[src/ncomix_pkg.sv]
// ----------------------------------------------------------------------------
// ncomix_pkg: shared types and constants for the nco mixer channel
// Register codes, default parameters, gain settings bundle and the
// quarter-wave sine table generator used at elaboration.
// ----------------------------------------------------------------------------
package ncomix_pkg;

    localparam int TABLE_BITS_DEF   = 10;
    localparam int SAMPLE_WIDTH_DEF = 16;

    localparam int CFG_DATA_W  = 32;
    localparam int CFG_ADDR_W  = 2;
    localparam int NOISE_W     = 16;
    localparam int GAIN_W      = 16;
    localparam int PHASE_W     = 32;

    localparam logic [GAIN_W-1:0] GAIN_RESET = 16'd256;

    // request queue between front and back, power of two
    localparam int QUEUE_DEPTH = 4;
    // rom read, products, sums, gain products, output register
    localparam int PIPE_DEPTH  = 5;
    localparam int MAX_INFLIGHT = QUEUE_DEPTH + PIPE_DEPTH;
    localparam int INFLIGHT_W   = $clog2(MAX_INFLIGHT + 1);

    typedef enum logic [CFG_ADDR_W-1:0] {
        REG_TARGET_STEP = 2'd0,
        REG_SMOOTHING   = 2'd1,
        REG_SIGNAL_GAIN = 2'd2,
        REG_NOISE_SCALE = 2'd3
    } cfg_reg_t;

    typedef struct packed {
        logic [GAIN_W-1:0] signal_gain;
        logic [GAIN_W-1:0] noise_scale;
    } gain_cfg_t;

    // sin(k * pi/2 / 2^tb) in q1.15, polynomial in q30
    function automatic logic [15:0] sine_entry(input int unsigned k, input int unsigned tb);
        logic [63:0] a;
        logic [63:0] a2;
        logic [63:0] t;
        logic [63:0] s;
        logic [63:0] e;
        logic [63:0] one;
        one = 64'd1 << 30;
        a   = (64'(k) * 64'd1686629713) >> tb;
        a2  = (a * a) >> 30;
        t   = one;
        t   = one - (((a2 * t) >> 30) / 64'd156);
        t   = one - (((a2 * t) >> 30) / 64'd110);
        t   = one - (((a2 * t) >> 30) / 64'd72);
        t   = one - (((a2 * t) >> 30) / 64'd42);
        t   = one - (((a2 * t) >> 30) / 64'd20);
        t   = one - (((a2 * t) >> 30) / 64'd6);
        s   = (a * t) >> 30;
        e   = (s * 64'd32767 + (64'd1 << 29)) >> 30;
        return e[15:0];
    endfunction

endpackage

[src/ncomix_front.sv]
// ----------------------------------------------------------------------------
// ncomix_front: request intake and oscillator control
// Holds the configuration registers, takes requests into the queue tagged
// with the current phase, then advances phase and the smoothed frequency step.
// ----------------------------------------------------------------------------
module ncomix_front #(
    parameter int TABLE_BITS   = ncomix_pkg::TABLE_BITS_DEF,
    parameter int SAMPLE_WIDTH = ncomix_pkg::SAMPLE_WIDTH_DEF,
    parameter int ENTRY_W      = TABLE_BITS + 2 + 2 * SAMPLE_WIDTH + 2 * ncomix_pkg::NOISE_W + 1
) (
    input  logic                                    clk,
    input  logic                                    rst_n,
    input  logic                                    cfg_we,
    input  logic [ncomix_pkg::CFG_ADDR_W-1:0]       cfg_addr,
    input  logic [ncomix_pkg::CFG_DATA_W-1:0]       cfg_wdata,
    input  logic                                    in_valid,
    output logic                                    in_ready,
    input  logic signed [SAMPLE_WIDTH-1:0]          in_i,
    input  logic signed [SAMPLE_WIDTH-1:0]          in_q,
    input  logic signed [ncomix_pkg::NOISE_W-1:0]   noise_i,
    input  logic signed [ncomix_pkg::NOISE_W-1:0]   noise_q,
    input  logic                                    last_in,
    input  logic                                    q_full,
    output logic                                    q_push,
    output logic [ENTRY_W-1:0]                      q_push_data,
    output ncomix_pkg::gain_cfg_t                   gain_cfg
);

    localparam int PW = ncomix_pkg::PHASE_W;
    localparam int GW = ncomix_pkg::GAIN_W;

    logic [PW-1:0] target_reg;
    logic [GW-1:0] smoothing_reg;
    logic [GW-1:0] signal_gain_reg;
    logic [GW-1:0] noise_scale_reg;
    logic [PW-1:0] phase_reg;
    logic [PW-1:0] phase_next;
    logic [PW-1:0] freq_reg;
    logic [PW-1:0] freq_next;

    logic signed [PW:0]          diff;
    logic signed [PW+GW+1:0]     prod;
    logic signed [PW+GW+1:0]     rounded;

    always_ff @(posedge clk or negedge rst_n)
    begin
        if (!rst_n)
        begin
            target_reg      <= '0;
            smoothing_reg   <= '0;
            signal_gain_reg <= ncomix_pkg::GAIN_RESET;
            noise_scale_reg <= '0;
        end
        else if (cfg_we)
        begin
            unique case (ncomix_pkg::cfg_reg_t'(cfg_addr))
                ncomix_pkg::REG_TARGET_STEP: target_reg      <= cfg_wdata[PW-1:0];
                ncomix_pkg::REG_SMOOTHING:   smoothing_reg   <= cfg_wdata[GW-1:0];
                ncomix_pkg::REG_SIGNAL_GAIN: signal_gain_reg <= cfg_wdata[GW-1:0];
                ncomix_pkg::REG_NOISE_SCALE: noise_scale_reg <= cfg_wdata[GW-1:0];
            endcase
        end
    end

    assign in_ready = !q_full;
    assign q_push   = in_valid && !q_full;
    assign q_push_data = {phase_reg[PW-1 -: TABLE_BITS + 2], in_i, in_q, noise_i, noise_q,
                          last_in};

    assign gain_cfg.signal_gain = signal_gain_reg;
    assign gain_cfg.noise_scale = noise_scale_reg;

    // one-pole ramp of the step toward the target, rounded half up
    always_comb
    begin
        diff       = {target_reg[PW-1], target_reg} - {freq_reg[PW-1], freq_reg};
        prod       = diff * $signed({1'b0, smoothing_reg});
        rounded    = prod + (PW+GW+2)'(32768);
        freq_next  = freq_reg + rounded[PW+15:16];
        phase_next = phase_reg + freq_reg;
    end

    always_ff @(posedge clk or negedge rst_n)
    begin
        if (!rst_n)
        begin
            phase_reg <= '0;
            freq_reg  <= '0;
        end
        else if (q_push)
        begin
            phase_reg <= phase_next;
            freq_reg  <= freq_next;
        end
    end

endmodule

[config.mk]
export PLATFORM = sky130hd
export DESIGN_NAME = ncomix_front
export DESIGN_NICKNAME = d
export VERILOG_FILES = /design/src/ncomix_pkg.sv /design/src/ncomix_front.sv
export SDC_FILE = /design/constraint.sdc
export NUM_CORES = 2
export LEC_CHECK = 0
export BUFFER_PORTS_ARGS = -buffer_cell sky130_fd_sc_hd__buf_2
export CORE_UTILIZATION = 55
export CTS_BUF_LIST = sky130_fd_sc_hd__clkbuf_8 sky130_fd_sc_hd__clkbuf_16
export DETAILED_ROUTE_END_ITERATION = 12
export MAX_ROUTING_LAYER = met4
export PLACE_DENSITY = 0.74
export SETUP_SLACK_MARGIN = 0.4
export SLEW_MARGIN = 20
export SYNTH_ARGS = -nofsm -noshare
export SYNTH_HDL_FRONTEND = slang
export SYNTH_SLANG_ARGS = --single-unit
[constraint.sdc]
create_clock -name clk -period 12.9 [get_ports clk]
set_clock_uncertainty 0.2 [all_clocks]
set_input_delay 1.29 -clock clk [delete_from_list [all_inputs] [get_ports clk]]
set_output_delay 1.29 -clock clk [all_outputs]
set_load 0.005 [all_outputs]
Word-level counts from Yosys, hierarchy flattened
Cells that the tools add are included.

Register bits after elaboration: 144. Output and inout port bits: 111.

Reductions and logical operators: 7. Add/subtract/negate cells: 4. Multipliers: 1. Eq/ne operators: 3.

Operator list (number): 32-bit adder (2); 48-bit by 17-bit adder with 48-bit output, second input constant (1); 33-bit by 17-bit multiplier with 48-bit output (1); 32-bit by 32-bit subtractor with 33-bit output (1); 2-bit AND reduction (4); 2-bit == test, second input constant (2); 2-bit by 1-bit == test with 1-bit output, second input constant (1); 2-bit zero test (1); 1-bit logical AND (1); 1-bit zero test (1).

Depth between registers and ports, before layout
Word-level depth: 4. Mapped depth: 49. Mapped depth without buffers: 48.

Worst setup path after synthesis
Ideal clock, no wire load.

Path type: register to register. Start point: reg freq_reg[1]. End point: reg freq_reg[30]. Arrival: 10298 ps. Setup slack: 2274 ps. Stages on the path, launching flop included: 47. Buffers on the path: 1. Cell sequence: dfrtp_1 -> inv_1 -> ha_1 -> nor2b_1 -> o21ai_1 -> a21oi_1 -> o22ai_1 -> o41a_2 -> o21ai_2 -> a41o_1 -> o21a_1 -> nor2_1 -> xnor2_1 -> clkbuf_1 -> and2_1 -> fa_1 -> inv_1 -> fa_1 -> [11 not listed] -> a21boi_0 -> o21ai_0 -> a21boi_0 -> o21a_1 -> nor2_1 -> xnor2_1 -> ha_1 -> nand3_1 -> nor2_1 -> a221o_1 -> a221o_1 -> a2111o_1 -> a21o_1 -> and3_1 -> o31a_1 -> a21oi_1 -> xor2_1 -> o21ai_1.

Cells in the longest elaborated chain, start to end: 4.

Ends and longest elaborated chain: start: declaration (line ncomix_front.sv:38) `logic [PW-1:0] freq_reg;`; start signal: assignment (line ncomix_front.sv:93) `freq_reg <= freq_next;`; 32-bit by 32-bit subtractor with 33-bit output (line ncomix_front.sv:76) `diff = {target_reg[PW-1], target_reg} - {freq_reg[PW-1], freq_reg};`; 33-bit by 17-bit multiplier with 48-bit output (line ncomix_front.sv:77) `prod = diff * $signed({1'b0, smoothing_reg});`; 48-bit by 17-bit adder with 48-bit output (line ncomix_front.sv:78) `rounded = prod + (PW+GW+2)'(32768);`; 32-bit adder (*) (line ncomix_front.sv:79) `freq_next = freq_reg + rounded[PW+15:16];`.

Mark *: on every way between the ends. The rest lies on a longest branch, timed or not. A chain may end at the register's enable or synchronous reset.

Final worst setup path
Ends and elaborated chain as after synthesis.

==> metrics.yaml <==
yosys_warnings: 0
hpwl_mm: 57.0
tritoncts: "done"
ff_latch_area_um2: 3610
syn_nets: 3979
grt_max_degree: 80
ys_ff_latch: 144
ctsHoldBuffers: 0
fmax_mhz: 85.0
grt_pass1_wl_mm: 119
num-fill-cells: 4443
numPortBuffers: 84
globalplace.congestion: 1.03
synth_cell_types: 70
rows: 83
finalCritPeriodShare_pct: 91.2
worst_path_largest_cell_delay_ns: 0.61
die-area_um2: 52800
cts_buffers: 17
crit_required_ns: 13.01
finalSetupTns_ns: 0
cp-end-kind: "flip-flop"
grt.busiest_layer: "met2"
start_util_pct: 55.7
vias: 20981
grt_pass1_vias: 23001
drt_iter0_drc: 1431
synthFlopType: "dfrtp_1"
synthAdderAreaFrac_pct: 45.0
cts_max_level: 4
overflow: 0
syn_area_per_cell_um2: 9.08
drc: 0
synth_xor_area_share_pct: 3.83
crit_path_start_kind: "flip-flop"
wl_per_cell_um: 18.7
die_h_um: 230
synthMuxAreaShare_pct: 3.11
clk_latency_ns: 0.45
drive_gt1_share_pct: 8.49
async_flop_share_pct: 100
crit_path_frequent_cell: "fa_1"
synth_area_um2: 28600
use_met2_pct: 46.8
rsz0062_at_grt: "no"
synth_edf_count: 0
avgViaCountPerCell: 5.52
min_path_type: "flip-flop to flip-flop"
arrival_ns: 11.87
drt_wl_total_mm: 71.1
slew_violations: 0
use_met3_pct: 4.95
path_class: "flip-flop to flip-flop"
min_period_ns: 11.76
rrSetupSlack_ns: 1.14
cts_sinks: 144
cts.clk_slew.worst_paths_ns: 0.07
synthCells: 3144
yosys.area_share.simple_pct: 15.1
first_pass_iters: 5
relSlewSlack_pct: 30.1
synth_compound_area_share_pct: 7.98
cts.path.max_buffers: 2
final-setup-viol-count: 0
antenna_left: 0
die_w_um: 230
layout_commonest_cell: "inv_1"
status: "finished clean"
synth_top_family_by_area: "adder cells"
core_um2: 51300
use_met1_pct: 38.5
finalHoldViolations: 0
finalNetCount: 3943
post_cts_resized: 0
cts_root_buf: "clkbuf_16"
grt_use_total_pct: 29.3
area_delta_synth_final_pct: 4.81
multi_input_area_um2: 21500
maxCapViolCount: 0
crit_slowest_cell: "a2111oi_1"
mostFrequentLayoutCells: "inv_1 (679), fa_1 (493), nand2_1 (321)"
critPathMaxFanout: 6
worst-slew-pin-transition_ns: 1.04
seq_area_frac_synth_pct: 12.6
antenna_found_initial: 0
io-pin-count: 215
cts_setup_buffers: 0
## path summary, 6_finish.rpt
| check | startpoint | to | cells past startpoint |
|---|---|---|---|
| max in group asynchronous | rst_n | smoothing_reg[15]$_DFFE_PN0P_ | 2 |
| setup reg to reg | freq_reg[1]$_DFFE_PN0P_ | freq_reg[30]$_DFFE_PN0P_ | 46 |
| setup / recovery | freq_reg[1]$_DFFE_PN0P_ | freq_reg[30]$_DFFE_PN0P_ | 46 |
| min in group asynchronous | rst_n | phase_reg[27]$_DFFE_PN0P_ | 1 |
| hold / removal | phase_reg[12]$_DFFE_PN0P_ | phase_reg[12]$_DFFE_PN0P_ | 2 |
| hold reg to reg | phase_reg[12]$_DFFE_PN0P_ | phase_reg[12]$_DFFE_PN0P_ | 2 |
## metrics by stage
stage / hold WS (ns) / std cells / setup WS [ns] / instance area, um^2 / util [%]
after floorplan: 0.245 / 3144 / 2.27 / 28600 / -
after global routing: 0.321 / 3801 / 0.433 / 29900 / 58.3
after global placement: 0.261 / 3769 / 1.45 / 29300 / 57.0
after CTS: 0.288 / 3801 / 1.12 / 29900 / 58.3
final: 0.285 / 3802 / 1.14 / 29900 / 58.3
after detailed placement: 0.270 / 3769 / 1.15 / 29300 / 57.0
## final cells by class
class	instances	share of cell area, %
sequential	144	12.0
clock inverter	15	0.728
tap	680	2.84
timing repair buffer	128	2.53
antenna	1	0.00836
multi-input combinational	2138	71.9
inverter	679	8.52
clock buffer	17	1.42
## worst max-delay path: cells and delay by family (launching register included)
| family | cells | cell delay (ns) |
|---|---|---|
| adder cells (fa/ha/maj) | 9 | 3.84 |
| XOR/XNOR | 3 | 0.53 |
| flip-flops | 1 | 0.48 |
| AND/OR/NAND/NOR | 9 | 1.13 |
| buffers and inverters | 5 | 0.35 |
| AO/OA/AOI/OAI | 20 | 5.10 |
## metal layers
metal | share of wire (%) | vias up
met5 | 0 | -
met4 | 2.6 | 0
met3 | 7.2 | 117
met2 | 48 | 763
met1 | 42 | 10610
li1 | - | 9491
## synthesized netlist by cell type, types with 52 or more instances
library cell	number	share of area (%)
and2_1	304	6.7
o21ai_0	91	1.6
ha_1	238	10
dfrtp_1	143	13
inv_1	679	8.9
mux2_2	78	3.1
a21oi_1	113	2.0
clkbuf_1	100	1.3
xor2_1	52	1.6
nor2_1	56	0.74
buf_4	77	2.0
fa_1	493	35
xnor2_1	73	2.2
nand2_1	322	4.2
## kinds of logic after synthesis
kind of cell / after synthesis
and+or+nand+nor: 838
AOI/OAI and AO/OA: 365
DFF: 144
adders and majority gates: 731
muxes: 79
buffers and inverters: 862
xor gates and xnor gates: 125
Power is not shown: default switching activity piles up to over one toggle a cycle in this logic, so the estimate is an artifact.
