**src/ncomix_pkg.sv**
```systemverilog
// ----------------------------------------------------------------------------
// ncomix_pkg: shared types and constants for the nco mixer channel
// Register codes, default parameters, gain settings bundle and the
// quarter-wave sine table generator used at elaboration.
// ----------------------------------------------------------------------------
package ncomix_pkg;

    localparam int TABLE_BITS_DEF   = 10;
    localparam int SAMPLE_WIDTH_DEF = 16;

    localparam int CFG_DATA_W  = 32;
    localparam int CFG_ADDR_W  = 2;
    localparam int NOISE_W     = 16;
    localparam int GAIN_W      = 16;
    localparam int PHASE_W     = 32;

    localparam logic [GAIN_W-1:0] GAIN_RESET = 16'd256;

    // request queue between front and back, power of two
    localparam int QUEUE_DEPTH = 4;
    // rom read, products, sums, gain products, output register
    localparam int PIPE_DEPTH  = 5;
    localparam int MAX_INFLIGHT = QUEUE_DEPTH + PIPE_DEPTH;
    localparam int INFLIGHT_W   = $clog2(MAX_INFLIGHT + 1);

    typedef enum logic [CFG_ADDR_W-1:0] {
        REG_TARGET_STEP = 2'd0,
        REG_SMOOTHING   = 2'd1,
        REG_SIGNAL_GAIN = 2'd2,
        REG_NOISE_SCALE = 2'd3
    } cfg_reg_t;

    typedef struct packed {
        logic [GAIN_W-1:0] signal_gain;
        logic [GAIN_W-1:0] noise_scale;
    } gain_cfg_t;

    // sin(k * pi/2 / 2^tb) in q1.15, polynomial in q30
    function automatic logic [15:0] sine_entry(input int unsigned k, input int unsigned tb);
        logic [63:0] a;
        logic [63:0] a2;
        logic [63:0] t;
        logic [63:0] s;
        logic [63:0] e;
        logic [63:0] one;
        one = 64'd1 << 30;
        a   = (64'(k) * 64'd1686629713) >> tb;
        a2  = (a * a) >> 30;
        t   = one;
        t   = one - (((a2 * t) >> 30) / 64'd156);
        t   = one - (((a2 * t) >> 30) / 64'd110);
        t   = one - (((a2 * t) >> 30) / 64'd72);
        t   = one - (((a2 * t) >> 30) / 64'd42);
        t   = one - (((a2 * t) >> 30) / 64'd20);
        t   = one - (((a2 * t) >> 30) / 64'd6);
        s   = (a * t) >> 30;
        e   = (s * 64'd32767 + (64'd1 << 29)) >> 30;
        return e[15:0];
    endfunction

endpackage

```
**src/ncomix_queue.sv**
```systemverilog
// ----------------------------------------------------------------------------
// ncomix_queue: short request queue
// Decouples intake from the mixing pipeline so each side stalls on its own.
// ----------------------------------------------------------------------------
module ncomix_queue #(
    parameter int WIDTH = 8,
    parameter int DEPTH = ncomix_pkg::QUEUE_DEPTH
) (
    input  logic             clk,
    input  logic             rst_n,
    input  logic             push,
    input  logic [WIDTH-1:0] push_data,
    output logic             full,
    input  logic             pop,
    output logic             head_valid,
    output logic [WIDTH-1:0] head_data
);

    localparam int PTR_W = $clog2(DEPTH);
    localparam int CNT_W = $clog2(DEPTH + 1);

    logic [WIDTH-1:0] mem [DEPTH];
    logic [PTR_W-1:0] wr_ptr_reg;
    logic [PTR_W-1:0] rd_ptr_reg;
    logic [CNT_W-1:0] cnt_reg;
    logic [CNT_W-1:0] cnt_next;

    assign full       = (cnt_reg == CNT_W'(DEPTH));
    assign head_valid = (cnt_reg != '0);
    assign head_data  = mem[rd_ptr_reg];

    always_comb
    begin
        cnt_next = cnt_reg;
        if (push && !pop)
            cnt_next = cnt_reg + 1'b1;
        else if (pop && !push)
            cnt_next = cnt_reg - 1'b1;
    end

    always_ff @(posedge clk)
    begin
        if (push)
            mem[wr_ptr_reg] <= push_data;
    end

    always_ff @(posedge clk or negedge rst_n)
    begin
        if (!rst_n)
        begin
            wr_ptr_reg <= '0;
            rd_ptr_reg <= '0;
            cnt_reg    <= '0;
        end
        else
        begin
            if (push)
                wr_ptr_reg <= wr_ptr_reg + 1'b1;
            if (pop)
                rd_ptr_reg <= rd_ptr_reg + 1'b1;
            cnt_reg <= cnt_next;
        end
    end

endmodule

```
**config.mk**
```make
export PLATFORM = sky130hd
export DESIGN_NAME = ncomix_queue
export DESIGN_NICKNAME = d
export VERILOG_FILES = /design/src/ncomix_pkg.sv /design/src/ncomix_queue.sv
export SDC_FILE = /design/constraint.sdc
export NUM_CORES = 1
export LEC_CHECK = 0
export BUFFER_PORTS_ARGS = -buffer_cell sky130_fd_sc_hd__buf_2
export CAP_MARGIN = 20
export CORE_MARGIN = 2
export CORE_UTILIZATION = 55
export CTS_CLUSTER_SIZE = 8
export DETAILED_ROUTE_END_ITERATION = 7
export PLACE_DENSITY = 0.77
export SETUP_SLACK_MARGIN = 0.4
export SKIP_CTS_REPAIR_TIMING = 1
export SLEW_MARGIN = 20
export SYNTH_ARGS = -nofsm -noshare
export SYNTH_HDL_FRONTEND = slang
export SYNTH_SLANG_ARGS = --single-unit
```
**constraint.sdc**
```tcl
create_clock -name clk -period 1.75 [get_ports clk]
set_input_delay 0.0875 -clock clk [delete_from_list [all_inputs] [get_ports clk]]
set_output_delay 0.0875 -clock clk [all_outputs]
set_load 0.1 [all_outputs]
```
Word-level counts from Yosys, hierarchy flattened
Memory sizes are Yosys's and may differ from the RTL's.
Cells that the tools add are included.
Cells by class
  muxes and demuxes: 4
  $add $sub $neg: 4
  equality and inequality tests: 1
  reduce and logical (&&, ||, !) cells: 6
Operators with widths (count)
  $mux W3: 2
  $add A2 B1 Y2 const B: 2
  $add A3 B1 Y3 const B: 1
  $eq A3 B3 Y1 const B: 1
  $reduce_bool A3 Y1: 1
  $sub A3 B1 Y3 const B: 1
  $logic_and A1 B1 Y1: 2
  $logic_not A1 Y1: 2
  $mux W1: 2
  $reduce_bool A2 Y1: 1
Storage, ports and cells
  output and inout bits: 10
  RAM bits: 32
  bits of input ports: 12
  bits in registers: 7
  memories: 1
Memories
  mem: words 4, bits a word 8, read ports 1, clocked after memory_dff 0, write ports 1, line ncomix_queue.sv:22  | logic [WIDTH-1:0] mem [DEPTH];

Logic depth before layout (Yosys ltp)
Gate-level depths: netlist of run 1.
  depth in word-level cells: 4
  mapped depth: 7

Worst setup path before layout of run 1
No wires, ideal clock.
  path kind: flip-flop to output port
  start point: register cnt_reg[0]
  end point: output full
  stages on the path, launching flop included: 2
  path slack: -0.985 ns
  path buffers: 0
  arrival time: 2.647 ns
  cells stage by stage: dfrtp_1 nor3b_1
Between the ends
  cells in the longest elaborated chain, start to end: 1
Ends and longest elaborated chain
  from (decl): line ncomix_queue.sv:25  | logic [CNT_W-1:0] cnt_reg;
  from (signal assigned): line ncomix_queue.sv:61  | cnt_reg <= cnt_next;
  $eq A3 B3 Y1: line ncomix_queue.sv:28  | assign full = (cnt_reg == CNT_W'(DEPTH));
  to (decl): line ncomix_queue.sv:13  | output logic full,
Every way passes these cells.

Final worst setup path of run 1
  start point: register rd_ptr_reg[0]
  end point: output head_data[4]
Between the ends
  cells in the longest elaborated chain, start to end: 1
Ends and longest elaborated chain
  from (decl): line ncomix_queue.sv:24  | logic [PTR_W-1:0] rd_ptr_reg;
  from (signal assigned): line ncomix_queue.sv:60  | rd_ptr_reg <= rd_ptr_reg + 1'b1;
  $mem_v2 Z4 W8
  to (decl): line ncomix_queue.sv:16  | output logic [WIDTH-1:0] head_data
Every way passes these cells.

==> summary by stage, run 1 <==
Worst setup path
The first element of the critical path is rd_ptr_reg[0]. Data arrives at the worst endpoint at 1620 ps. The type of the worst setup path is reg2out.

The most prevalent standard cell on the critical path is sky130_fd_sc_hd__buf_6. The sum of buffers and inverters on the critical path is 2. In this run the worst path has a maximum fanout of 4. The longest individual stage delay on the worst path is 510 ps.

The cell family with the largest share of critical-path delay is multiplexers. The endpoint required time on the critical path is 1660 ps. STA classifies the critical path startpoint as a register. The critical-path cell with the highest stage delay is sky130_fd_sc_hd__mux4_2. The source of the worst register-to-register timing path is cnt_reg[1]. The worst setup path is captured at an output pin.

Walking the worst path, the cells encountered are buf_6 > mux4_2 > buf_6.

Synth
sky130_fd_sc_hd__edfxtp_1 is the most common cell in the netlist. The commonest cells after synthesis are sky130_fd_sc_hd__edfxtp_1 (32), sky130_fd_sc_hd__mux4_2 (8), sky130_fd_sc_hd__dfrtp_1 (7), sky130_fd_sc_hd__ha_1 (5). In this run the mean area of a mapped cell was 20.4 sq um. The number of warnings printed during yosys synthesis is 0. After synthesis the cells add up to 1550 sq um. Counting every net in the synthesized netlist gives 94.

In the synthesized netlist, the number of instances is 76. Summed over all instances, the cell type with the most area after synthesis is sky130_fd_sc_hd__edfxtp_1. The fraction of synthesis flops using an asynchronous set or reset pin is 17.9%. After synthesis, the cell types taking the most area are sky130_fd_sc_hd__edfxtp_1 (62%), sky130_fd_sc_hd__mux4_2 (12%), sky130_fd_sc_hd__dfrtp_1 (11%), sky130_fd_sc_hd__ha_1 (4.0%), sky130_fd_sc_hd__xor2_1 (2.3%). The commonest register cell after synthesis is sky130_fd_sc_hd__edfxtp_1. The share of Yosys cell area claimed by the top area cell type is 62.0%. The proportion of synthesized chip area in sequential cells is 73.3%. The number of enable flip-flop cells after synthesis is 32. The count of state elements after synthesis is 39. In this run, distinct cell masters in the synthesized netlist total 17.

Timing
For the pin with the worst max-slew slack, the measured transition is 399 ps. The smallest clock period supported by the final layout is computed as 1710 ps. Setup violations remaining at the end of the flow were counted as 0. Adding up every negative setup slack in the final design gives 0 ps. Static timing analysis puts the maximum clock frequency at 586 MHz. Setup repair after global routing could not meet its margin everywhere.

Dividing the final minimum period by the clock period gives 97.5%. The final number of hold-violating endpoints is 0. The worst pin sits at a relative slew slack of 73.4%. The worst clock skew is 8.68 ps. The count of pins over their slew limit was 0.

Global route
For this run the aggregate overflow at the end of global routing stands at 0. The first global-routing pass estimated 3670 um of wire. The number of antenna violations at the first check in global routing was 0. The overall global routing resource usage is 16.4%. The largest net degree at the start of global routing is 13. The number of global-route vias before repair is 758.

Placement
The routability congestion estimate from global placement is 0.661. The total cell area at the placement stage is 1700 sq um. The detailed-placement wirelength estimate is 1610 um.

During placement, the flow inserted port buffers numbering 21.

Finish
After the last flow step, the layout net total stands at 133. The register with the most flip-flops in the layout has 32 of them. From synthesis to final layout, the design area changed by 28.2%.

In the final layout, the share of cells above drive strength 1 is 43.1%. The finished cells cover 1990 sq um. The number of antenna diodes in the final layout is 0.

Routing
The post-route antenna net violation count is 0. The detailed router finished its first iteration with 23 violations. The detailed-routing iteration count for the pre-antenna-repair pass is 4. In the routed design, unresolved DRC markers number 0. The detailed-route via count is 768. Using the TritonRoute via totals, the vias-per-cell ratio works out to 5.22. Wires add up to 2490 um. In the final routed layout, each cell accounts on average for 16.9 um.

Clock tree
Clock tree synthesis selected as its root buffer the cell sky130_fd_sc_hd__clkbuf_4. The deepest clock path buffer count is 2. The clock tree from TritonCTS is built. The clock transition at the registers of the reported paths is 90 ps. The H-tree depth is 2. The later pin in the worst-skew pair is clocked with a latency of 340 ps. The total clock sinks is 39. Counting the buffers created by CTS gives 5.

Floorplanning
Row generation in the floorplan step produced 19 rows. The die width is 57.1 um. The top-level port count is 22. The die height is 57.1 um. The effective utilization at floorplan is 57.2%.

The die covers 3260 sq um. The floorplan core area is 2710 sq um.

Job
The max capacitance violation total is 0.

Outcome
The flow ran to the end, and the final reports show no timing, DRC or antenna violations.

Worst hold path
In this run the most critical hold path is launched from push. The worst hold path belongs to the class in2reg.
metal layers:
layer / part of all wire, % / global-route usage (%) / up-vias
met5: 0 / 0 / -
met4: 2.1 / 7.97 / 0
met3: 4.9 / 6.58 / 7
met2: 50 / 24.5 / 22
met1: 43 / 21.3 / 372
li1: - / - / 367
cell usage in the layout (no fill, tap or decap), types with 3 or more instances in the layout:
master / count
sky130_fd_sc_hd__edfxtp_1: 32
sky130_fd_sc_hd__dfrtp_2: 3
sky130_fd_sc_hd__buf_8: 3
sky130_fd_sc_hd__mux4_2: 8
sky130_fd_sc_hd__buf_2: 11
sky130_fd_sc_hd__and2_2: 4
sky130_fd_sc_hd__buf_6: 7
sky130_fd_sc_hd__dfrtp_1: 4
sky130_fd_sc_hd__clkbuf_4: 5
sky130_fd_sc_hd__dlygate4sd3_1: 10
sky130_fd_sc_hd__ha_1: 5
sky130_fd_sc_hd__xor2_1: 4
sky130_fd_sc_hd__inv_1: 4
path summary, 6_finish.rpt:
path	to	slack, ps	cells past startpoint
hold reg to reg	cnt_reg[2]	520	1
max in group asynchronous	rd_ptr_reg[0]	1450	2
hold / removal	wr_ptr_reg[0]	10	2
setup / recovery	head_data[4]	40	3
min in group asynchronous	cnt_reg[2]	110	2
setup reg to reg	cnt_reg[2]	430	4
cell families after synthesis:
family | Yosys count | share of synthesized area, %
flip-flops | 39 | 73.3
multiplexers | 9 | 12.4
AND/OR/NAND/NOR | 9 | 3.23
XOR/XNOR | 6 | 3.39
buffers and inverters | 6 | 2.02
adder cells (fa/ha/maj) | 6 | 5.33
AO/OA/AOI/OAI | 1 | 0.323
layout make-up:
| type | count | area (sq um) |
|---|---|---|
| Sequential cell | 39 | 1140 |
| Fill cell | 174 | 724 |
| Multi-Input combinational cell | 31 | 405 |
| Timing Repair Buffer | 34 | 327 |
| Clock buffer | 7 | 55.1 |
| Tap cell | 31 | 38.8 |
| Inverter | 4 | 15.0 |
| Clock inverter | 1 | 5.00 |
per-stage QoR:
step	utilization [%]	worst slack (ps)	hold WS, ps	cells
2_1_floorplan	-	381	-208	76
3_3_place_gp	62.8	299	-66.9	128
3_5_place_dp	62.8	281	-62.4	128
4_1_cts	65.1	-105	-447	136
5_1_grt	73.3	-8.06	23.3	147
6_report	73.3	44.1	10.5	147
worst reg2reg max path, cell delays in order, from the launching register on:
cell                      delay [ps]
sky130_fd_sc_hd__dfrtp_2         460
sky130_fd_sc_hd__fa_2            370
sky130_fd_sc_hd__xor2_1          150
sky130_fd_sc_hd__nor2_1          130
sky130_fd_sc_hd__xor2_1          150
Power of run 1 is left out: the tool's default activity adds up to more than one toggle a clock period on the data nets, which glitch-free logic cannot reach.
==> run 2: changes to the inputs <==
- CORE_ASPECT_RATIO: unset -> 0.7
- GPL_TIMING_DRIVEN: unset -> 1
==> run 2 against run 1 <==
Net effect:
- register-to-register slack about the same
- setup slack gained 110 ps
- count of clock-buffer cells in the layout decreased by 1
- critical path depth did not move
- maximum frequency increased by 6.7%
- critical path type unchanged
- cell count fell by 2.7%
- die area is 0.20% higher
- wire length shrank 5.6%
==> summary by stage, run 2 (synthesis gave the netlist of run 1 again) <==
Outcome
The run finished with clean final reports.

Worst hold path
The min-delay analysis places its worst path in the category in2reg.

Worst setup path
The kind of start point of the critical path is a register. The critical-path cell with the highest stage delay is sky130_fd_sc_hd__mux4_2. Walking the worst path, the cells encountered are buf_4 > mux4_2 > buf_6.

Across all register-to-register paths, the minimum setup slack is 430 ps. The critical path contains buffers and inverters numbering 2 combined. STA classifies the critical path endpoint as an output pin.

The largest driver fanout on the critical path is 5. The arrival time at the worst endpoint is 1510 ps. Broken down by cell family, the worst path's largest delay share belongs to multiplexers. The endpoint required time on the critical path is 1660 ps. The largest single stage delay on the critical path is 520 ps.

The type of the worst setup path is reg2out.

Global route
Entering global routing, the biggest net connects 13 pins. Global routing finished with a remaining overflow of 0. Global routing consumed, over all layers together, 16.9% of the routing resources.

The first global-routing pass estimated 3730 um of wire. The number of antenna violations at the first check in global routing is 0. The number of global-route vias before repair is 745.

Timing
The final number of hold-violating endpoints is 0. The smallest clock period supported by the final layout is computed as 1600 ps. For the final routed database, the setup TNS stands at 0 ps. The worst slew slack as a fraction of its limit is 73.3%. At the pin with the least slew margin, the transition time is 400 ps. Setup repair after global routing could not meet its margin everywhere. The achievable frequency is 625 MHz.

For the final database, setup skew stands at 6.15 ps. The total setup violations reported at the end of the flow is 0. The count of pins over their slew limit came to 0. The final period utilization is 91.4%.

Finish
Leaving out fill and tap cells, the most frequent cell in the layout is sky130_fd_sc_hd__edfxtp_1. The number of flip-flops under the largest register name is 32. The total inserted antenna cells is 0. The net count reported at finish is 124.

At the end of the flow the core is filled with cells to 69.6%. The area growth from synthesis to layout is 23.2%. The top cell types in the final layout, fill and taps aside, are sky130_fd_sc_hd__edfxtp_1 (32), sky130_fd_sc_hd__buf_2 (11), sky130_fd_sc_hd__mux4_2 (8), sky130_fd_sc_hd__buf_6 (8). Of the cells placed in the final design, the portion with a size suffix greater than 1 is 45.8%.

Floorplanning
The die height is 48.4 um. The full die area is 3260 sq um. The row count is 16.

The die width is 67.4 um. Once the floorplan was initialized, standard cells occupied 56.5% of the core. The floorplan core area is 2740 sq um.

The top-level port count is 22.

Clock tree
The later pin in the worst-skew pair is clocked with a latency of 290 ps. TritonCTS built the clock tree. CTS built an H-tree with a depth of 2. The tree built by TritonCTS fans out to 39 sinks.

CTS placed an instance of sky130_fd_sc_hd__clkbuf_8 at the clock tree root. The longest clock path from root to sink contains 2 buffers. The clock transition at the registers of the reported paths is 70 ps. The number of CTS-inserted buffers is 5.

Routing
The number of remaining DRC errors is 0. In this run the remaining antenna-violating nets after routing total 0. The final layout contains routed wiring with a total length of 2350 um. The detailed-route via count is 735. After detailed routing, the average wire length per cell comes to 16.4 um. The number of design-rule violations left by the first detailed-router iteration is 38. The post-detailed-route via-to-cell ratio is 5.14. Before antenna repair, the detailed router went through 4 iterations.

Placement
Port buffering added 21 buffers. The routability congestion estimate from global placement is 0.688. The detailed-placement wirelength estimate is 1700 um.

Job
The max capacitance violation total is 0.
-- run 2: changes by cell type in the layout (fill, tap and decap cells not counted), sizes merged --
cell / change
dlygate4sd3: -9
clkinvlp: +1
clkbuf: -1
-- run 2: final timing paths --
kind,startpoint,endpoint,depth (start not counted)
max,rd_ptr_reg[0],head_data[6],3
min,pop,rd_ptr_reg[0],2
max reg2reg,cnt_reg[1],cnt_reg[2],4
min reg2reg,cnt_reg[2],cnt_reg[2],1
max in group asynchronous,rst_n,cnt_reg[1],2
min in group asynchronous,rst_n,rd_ptr_reg[0],2
-- run 2: final cells by class --
type | instances | area (sq um)
Clock buffer | 6 | 72.6
Clock inverter | 2 | 12.5
Fill cell | 170 | 835
Inverter | 4 | 15.0
Multi-Input combinational cell | 31 | 407
Sequential cell | 39 | 1140
Tap cell | 36 | 45.0
Timing Repair Buffer | 25 | 218
-- run 2: routing by layer --
metal	part of all wire, %	track usage, %
met5	0	0
met4	1.4	5.10
met2	51	25.9
met1	42	21.5
met3	4.9	8.37
-- run 2: per-stage QoR --
stage / setup slack [ps] / cells / hold slack, ps / area (sq um)
detailed placement: 327 / 133 / -56.1 / 1710
finish: 151 / 143 / 18.1 / 1910
CTS: 42.9 / 141 / -370 / 1790
floorplan: 381 / 76 / -208 / 1560
global placement: 369 / 133 / -63.9 / 1710
global route: 89.2 / 143 / 10.9 / 1910
Power of run 2 is left out for the same reason.
